$ cat src/hdl/lmg_pkg.sv
// shared constants and types of the lehmer minstd generator
// no dependencies
package lmg_pkg;

	localparam int unsigned WORD_W = 31;
	localparam int unsigned PROD_W = 2 * WORD_W;
	localparam int unsigned DATA_W = 64;

	localparam logic [WORD_W-1:0] MODULUS      = 31'd2147483647;
	localparam logic [WORD_W-1:0] MULT_NEW     = 31'd48271;
	localparam logic [WORD_W-1:0] MULT_ORIG    = 31'd16807;
	localparam logic [WORD_W-1:0] DEFAULT_SEED = 31'd89482311;
	localparam logic [WORD_W-1:0] ONE          = 31'd1;

	localparam logic MODE_LOAD    = 1'b0;
	localparam logic MODE_ADVANCE = 1'b1;

	typedef enum logic [1:0] {
		ST_IDLE,
		ST_RED_SEED,
		ST_MUL_SCALE,
		ST_RED_SCALE
	} lmg_state_t;

	// control from the sequencer to the shared multiply/reduce unit
	typedef struct packed {
		logic              mul_en;
		logic [WORD_W-1:0] op_a;
		logic [WORD_W-1:0] op_b;
	} lmg_mul_ctrl_t;

endpackage

$ cat src/hdl/lehmer_minstd_generator.sv
// minimal-standard lehmer generator, top level: sequencer, state and stream ports
// depends on lmg_pkg and lmg_mulred
//
// Minimal-standard generator, seed' = seed * a mod (2^31 - 1), with a = 48271,
// or 16807 when cfg_wdata bit 0 was written as 1. Each input transfer either loads
// a seed (tuser 0; zero or 2^31-1 loads 89482311) or advances the generator
// (tuser 1), and yields exactly one output transfer carrying the new seed and
// floor(seed * limit / (2^31 - 1)), which lies in [0, limit), or is 0 for limit 0.
// A single 31x31 multiplier with a product register is used twice per item
// (seed product, then scale product) and each product is folded modulo
// 2^31 - 1 in the following cycle. s_tready is high only while the
// sequencer is idle; a finished result sits in the output register, so the next
// item is taken while it waits, and the block stalls in its last step only if
// the previous result has still not been taken. Write the configuration only
// while idle.
module lehmer_minstd_generator import lmg_pkg::*; (
	input  logic              clk,
	input  logic              arst_n,
	// configuration
	input  logic              cfg_we,
	input  logic              cfg_wdata,     // multiplier_select
	// input stream
	input  logic              s_tvalid,
	output logic              s_tready,
	input  logic [DATA_W-1:0] s_tdata,       // seed_value[30:0], limit[61:31], zero fill
	input  logic              s_tuser,       // mode
	// output stream
	output logic              m_tvalid,
	input  logic              m_tready,
	output logic [DATA_W-1:0] m_tdata        // raw_value[30:0], scaled_value[61:31], zero fill
);

	lmg_state_t        state_q;
	lmg_state_t        state_nxt;
	logic              mult_sel_q;
	logic [WORD_W-1:0] seed_q;
	logic [WORD_W-1:0] limit_q;
	logic [WORD_W-1:0] raw_q;
	logic [WORD_W-1:0] scaled_q;
	logic              out_valid_q;

	logic [WORD_W-1:0] in_seed;
	logic [WORD_W-1:0] in_limit;
	logic [WORD_W-1:0] mult_const;
	logic [WORD_W-1:0] residue;
	logic [WORD_W-1:0] quotient;
	logic              in_xfer;
	logic              seed_load;
	logic              out_load;
	lmg_mul_ctrl_t     mul_ctrl;

	assign in_seed    = s_tdata[WORD_W-1:0];
	assign in_limit   = s_tdata[PROD_W-1:WORD_W];
	assign mult_const = mult_sel_q ? MULT_ORIG : MULT_NEW;
	assign in_xfer    = s_tvalid && s_tready;

	// configuration register
	always_ff @(posedge clk or negedge arst_n) begin
		if (!arst_n) begin
			mult_sel_q <= 1'b0;
		end else if (cfg_we) begin
			mult_sel_q <= cfg_wdata;
		end
	end

	// next state
	always_comb begin
		state_nxt = state_q;
		case (state_q)
			ST_IDLE: begin
				if (in_xfer) begin
					state_nxt = ST_RED_SEED;
				end
			end
			ST_RED_SEED:  state_nxt = ST_MUL_SCALE;
			ST_MUL_SCALE: state_nxt = ST_RED_SCALE;
			ST_RED_SCALE: begin
				// wait for the output register to free up
				if (!out_valid_q || m_tready) begin
					state_nxt = ST_IDLE;
				end
			end
			default: state_nxt = ST_IDLE;
		endcase
	end

	// sequencer outputs and multiplier operand selection
	always_comb begin
		s_tready      = 1'b0;
		seed_load     = 1'b0;
		out_load      = 1'b0;
		mul_ctrl      = '0;
		case (state_q)
			ST_IDLE: begin
				s_tready        = 1'b1;
				mul_ctrl.mul_en = in_xfer;
				// a load goes through the same fold as seed * 1
				if (s_tuser == MODE_ADVANCE) begin
					mul_ctrl.op_a = seed_q;
					mul_ctrl.op_b = mult_const;
				end else begin
					mul_ctrl.op_a = in_seed;
					mul_ctrl.op_b = ONE;
				end
			end
			ST_RED_SEED: begin
				seed_load = 1'b1;
			end
			ST_MUL_SCALE: begin
				mul_ctrl.mul_en = 1'b1;
				mul_ctrl.op_a   = seed_q;
				mul_ctrl.op_b   = limit_q;
			end
			ST_RED_SCALE: begin
				out_load = !out_valid_q || m_tready;
			end
			default: begin
				s_tready = 1'b0;
			end
		endcase
	end

	lmg_mulred u_mulred (
		.clk      (clk),
		.ctrl     (mul_ctrl),
		.residue  (residue),
		.quotient (quotient)
	);

	// control state
	always_ff @(posedge clk or negedge arst_n) begin
		if (!arst_n) begin
			state_q     <= ST_IDLE;
			seed_q      <= DEFAULT_SEED;
			out_valid_q <= 1'b0;
		end else begin
			state_q <= state_nxt;
			if (seed_load) begin
				// a zero residue can only come from a zero or full-scale load
				seed_q <= (residue == '0) ? DEFAULT_SEED : residue;
			end
			if (out_load) begin
				out_valid_q <= 1'b1;
			end else if (m_tready) begin
				out_valid_q <= 1'b0;
			end
		end
	end

	// payload registers
	always_ff @(posedge clk) begin
		if (in_xfer) begin
			limit_q <= in_limit;
		end
		if (out_load) begin
			raw_q    <= seed_q;
			scaled_q <= quotient;
		end
	end

	assign m_tvalid = out_valid_q;
	assign m_tdata  = {{(DATA_W - PROD_W){1'b0}}, scaled_q, raw_q};

endmodule

$ cat src/hdl/lmg_mulred.sv
// shared 31x31 multiplier with product register and fold modulo 2^31 - 1
// depends on lmg_pkg
module lmg_mulred import lmg_pkg::*; (
	input  logic              clk,
	input  lmg_mul_ctrl_t     ctrl,
	output logic [WORD_W-1:0] residue,
	output logic [WORD_W-1:0] quotient
);

	logic [PROD_W-1:0] prod_q;
	logic [WORD_W-1:0] hi;
	logic [WORD_W-1:0] lo;
	logic [WORD_W:0]   fold;
	logic              ge_m;
	logic              ge_2m;

	always_ff @(posedge clk) begin
		if (ctrl.mul_en) begin
			prod_q <= PROD_W'(ctrl.op_a) * PROD_W'(ctrl.op_b);
		end
	end

	// p = hi*2^31 + lo = hi*m + (hi + lo), and hi + lo <= 2m
	assign hi    = prod_q[PROD_W-1:WORD_W];
	assign lo    = prod_q[WORD_W-1:0];
	assign fold  = {1'b0, hi} + {1'b0, lo};
	assign ge_m  = (fold >= {1'b0, MODULUS});
	assign ge_2m = (fold >= {MODULUS, 1'b0});

	assign residue  = ge_m ? WORD_W'(fold - {1'b0, MODULUS}) : fold[WORD_W-1:0];
	assign quotient = hi + WORD_W'(ge_m) + WORD_W'(ge_2m);

endmodule

$ cat config.mk
export PLATFORM = sky130hd
export DESIGN_NAME = lehmer_minstd_generator
export DESIGN_NICKNAME = d
export VERILOG_FILES = /design/src/hdl/lmg_pkg.sv /design/src/hdl/lehmer_minstd_generator.sv /design/src/hdl/lmg_mulred.sv
export SDC_FILE = /design/constraint.sdc
export NUM_CORES = 2
export LEC_CHECK = 0
export BUFFER_PORTS_ARGS = -buffer_cell sky130_fd_sc_hd__buf_2
export CAP_MARGIN = 20
export CORE_ASPECT_RATIO = 1.2
export CORE_MARGIN = 4
export CORE_UTILIZATION = 59
export DETAILED_ROUTE_END_ITERATION = 16
export GPL_TIMING_DRIVEN = 0
export PLACE_DENSITY_LB_ADDON = 0.12
export SLEW_MARGIN = 20
export SYNTH_ARGS = -nofsm -noshare
export SYNTH_HDL_FRONTEND = slang
export SYNTH_HIERARCHICAL = 1
export SYNTH_SLANG_ARGS = --single-unit
$ cat constraint.sdc
create_clock -name clk -period 9.7 [get_ports clk]
set_clock_uncertainty 0.05 [all_clocks]
set_input_delay 0.485 -clock clk [delete_from_list [all_inputs] [get_ports clk]]
set_output_delay 0.485 -clock clk [all_outputs]
set_load 0.05 [all_outputs]
==> out/metrics.cfg <==
[run_status]
outcome = finished, final reports clean

[setup_path]
cp_data_required_time_ns = 9.87
worst-path-stages = 25
crit_type = flip-flop to flip-flop
worst-r2r-cell-count = 25
crit_arrival_ns = 9.77
cp-end-kind = flip-flop
slowest_delay_ns = 0.83
critical-path-top-cell-by-count = sky130_fd_sc_hd__fa_1
timing.critical_path.from_type = flip-flop
worst_path_max_delay_cell = sky130_fd_sc_hd__clkbuf_1
worst_path_dominant_cell_family = adder cells
critical_path.max_fanout = 10
worst-path-buf-inv = 4

[routing]
via_per_inst = 6.00
first_pass_iters = 6
drt-initial-drc-count = 2929
drt-wirelength-per-cell_um = 28.0
final_antenna_net_count = 0
totalWireLength_mm = 150
drc = 0
vias = 32074

[grt]
grt_antenna_before_repair = 7
track_usage_pct = 41.8
first_pass_grt_wire_length_mm = 217
grt_pass1_vias = 32932
grt_remaining_overflow = 0
grt_max_degree = 63

[logic_synthesis]
netlist_area_um2 = 40900
number_of_synthesized_flops_with_an_enable_pin = 155
netlist_instances = 4259
cell_taking_the_most_area_after_synthesis = sky130_fd_sc_hd__fa_1
synth_top_area_share_pct = 41.1
postSynth.topFlopCell = sky130_fd_sc_hd__edfxtp_1
synthArstFlopShare_pct = 18.4
synth_sequential_area_ratio_pct = 13.6
synth.avg_cell_area_um2 = 9.60
synth.area.top_cells = sky130_fd_sc_hd__fa_1 (41%), sky130_fd_sc_hd__edfxtp_1 (11%), sky130_fd_sc_hd__ha_1 (9.0%), sky130_fd_sc_hd__and2_1 (8.2%), sky130_fd_sc_hd__inv_1 (7.5%)
ys_types = 84
synth_seq_cells = 190
yosysWarnings = 6

[finish]
leading_cell_types_in_the_layout_fill_and_taps_excluded = sky130_fd_sc_hd__fa_1 (839), sky130_fd_sc_hd__inv_1 (818), sky130_fd_sc_hd__nand2_1 (554)
final_layout_size_suffix_gt1_share_pct = 10.0
final_common_cell = sky130_fd_sc_hd__fa_1
number_of_nets_at_the_end_of_the_flow = 5618
area_growth_pct = 7.65

[sta]
rsz0062_at_grt = true
setup_ws_ns = 0.107
min_period_ns = 9.59
post-route-period-util_pct = 98.9
maxSlewViolCount = 0
timing_worst_slew_pin_value_ns = 1.14
hold_violations = 0
max-slew-margin-rel_pct = 24.1
clock.fmax_ghz = 0.104
setup_viol_count_final = 0

[placement]
minimum_setup_slack_after_placement_ns = -1.60
gp_congestion = 1.06
numPortBuffers = 132
dp_hpwl_mm = 123

[clocking]
cts.sink_count = 190
path_clk_slew_ns = 0.09
ctsLongestPathBuffers = 2
tritoncts = built
cts_made_buffers = 17
cts_max_level = 4
clk-insertion-delay-late_ns = 0.51
clk_root_buffer_cell = sky130_fd_sc_hd__clkbuf_16

[die]
die_w_um = 248
start_util_pct = 59.6
ioPinCount = 137
die_area_um2 = 73600
floorplan.rows = 105
fp.coreArea_um2 = 68600
die_h_um = 296

[hold_path]
hold_path.class = input pin to asynchronous set/reset pin

[flow_run]
maxcap_viol_count = 0

worst paths after layout:
check                                  startpoint                       endpoint  slack [ns]
setup / recovery           state_q[0]$_DFFE_PN0P_  u_mulred/prod_q[55]$_DFFE_PP_        0.11
hold / removal                             arst_n         seed_q[23]$_DFFE_PN0N_        0.03
setup reg to reg           state_q[0]$_DFFE_PN0P_  u_mulred/prod_q[55]$_DFFE_PP_        0.11
hold reg to reg             seed_q[3]$_DFFE_PN0N_             raw_q[3]$_DFFE_PP_        0.45
max in group asynchronous                  arst_n         state_q[0]$_DFFE_PN0P_        9.04
min in group clk                      s_tdata[48]          limit_q[17]$_DFFE_PP_        0.09
per-layer routing:
layer | up-vias | GRT usage (%) | share of wire (%)
li1 | 13348 | - | -
met1 | 16220 | 52.7 | 36
met2 | 1938 | 63.7 | 44
met3 | 568 | 8.69 | 9.6
met4 | 0 | 31.6 | 10
met5 | - | 0 | 0
synthesized netlist by cell type (5+ instances only):
cell type                  count
sky130_fd_sc_hd__nor2b_1      19
sky130_fd_sc_hd__o21ai_1       6
sky130_fd_sc_hd__a211o_1       6
sky130_fd_sc_hd__edfxtp_1    155
sky130_fd_sc_hd__inv_1       818
sky130_fd_sc_hd__or2_2         6
sky130_fd_sc_hd__ha_1        293
sky130_fd_sc_hd__a31oi_1      29
sky130_fd_sc_hd__nor4_1        7
sky130_fd_sc_hd__xor2_1       46
sky130_fd_sc_hd__xnor2_1      86
sky130_fd_sc_hd__a21o_1       43
sky130_fd_sc_hd__clkbuf_1    220
sky130_fd_sc_hd__dfrtp_1      22
sky130_fd_sc_hd__and2_1      534
sky130_fd_sc_hd__nand3_1      42
sky130_fd_sc_hd__a211oi_1     13
sky130_fd_sc_hd__o21bai_1      8
sky130_fd_sc_hd__dfstp_2      13
sky130_fd_sc_hd__o211ai_1      7
sky130_fd_sc_hd__a21oi_1      98
sky130_fd_sc_hd__o21ai_0      63
sky130_fd_sc_hd__fa_1        839
sky130_fd_sc_hd__nand2b_1     15
sky130_fd_sc_hd__and3_1       22
sky130_fd_sc_hd__and4_1        6
sky130_fd_sc_hd__o21a_1       11
sky130_fd_sc_hd__a22o_1       31
sky130_fd_sc_hd__nor2_1       72
sky130_fd_sc_hd__nand4_1      31
sky130_fd_sc_hd__o22ai_1       5
sky130_fd_sc_hd__mux2_2       20
sky130_fd_sc_hd__buf_2         8
sky130_fd_sc_hd__nor3_1       14
sky130_fd_sc_hd__nand2_1     561
what timing repair did:
| action | CTS | global route |
|---|---|---|
| resized for setup | 233 | 95 |
| hold endpoints to repair | 0 | 0 |
| endpoints found under the setup margin | 35 | 17 |
| pin swaps | 1 | 5 |
| hold buffers | 0 | 0 |
| setup buffers | 0 | 5 |
area by class of cell:
cell class                      instances  area (µm²)
Antenna cell                            9        22.5
Buffer                                235        1360
Clock buffer                           19         454
Clock inverter                         13         150
Fill cell                            5947       24600
Inverter                              819        3070
Multi-Input combinational cell       3013       31500
Sequential cell                       190        5550
Tap cell                              909        1140
Timing Repair Buffer                  139         746
registers in the layout (all words and copies together), names as in the netlist:
register,count
u_mulred/prod_q,62
state_q,2
limit_q,31
m_tvalid,1
raw_q,31
scaled_q,31
mult_sel_q,1
seed_q,31
metrics by stage:
| stage | std cells | util, % | TNS [ns] | hold slack, ns | instance area (µm²) |
|---|---|---|---|---|---|
| floorplan | 4260 | - | 0 | 0.139 | 40900 |
| CTS | 5334 | 63.9 | -0.0525 | 0.0212 | 43800 |
| finish | 5346 | 64.2 | 0 | 0.0312 | 44000 |
| global route | 5337 | 64.1 | -0.0200 | 0.0709 | 44000 |
| detailed placement | 5303 | 62.3 | -25.55 | 0.416 | 42700 |
| global placement | 5301 | 62.2 | -26.90 | 0.420 | 42700 |
logic make-up (layout without fill, tap and decap cells):
group	after synthesis	in the layout	share of synthesized area (%)
and+or+nand+nor	1354	1354	17.0
adders and majority gates	1132	1132	50.1
buffers and inverters	1057	1225	9.81
AOI/OAI and AO/OA	369	369	6.06
DFF	190	190	13.6
xor gates and xnor gates	133	133	2.87
muxes	23	23	0.625
other	1	11	0.00918
Power is left out: the tool's default activity adds up to more than one toggle a clock period on the data nets, which glitch-free logic cannot reach.
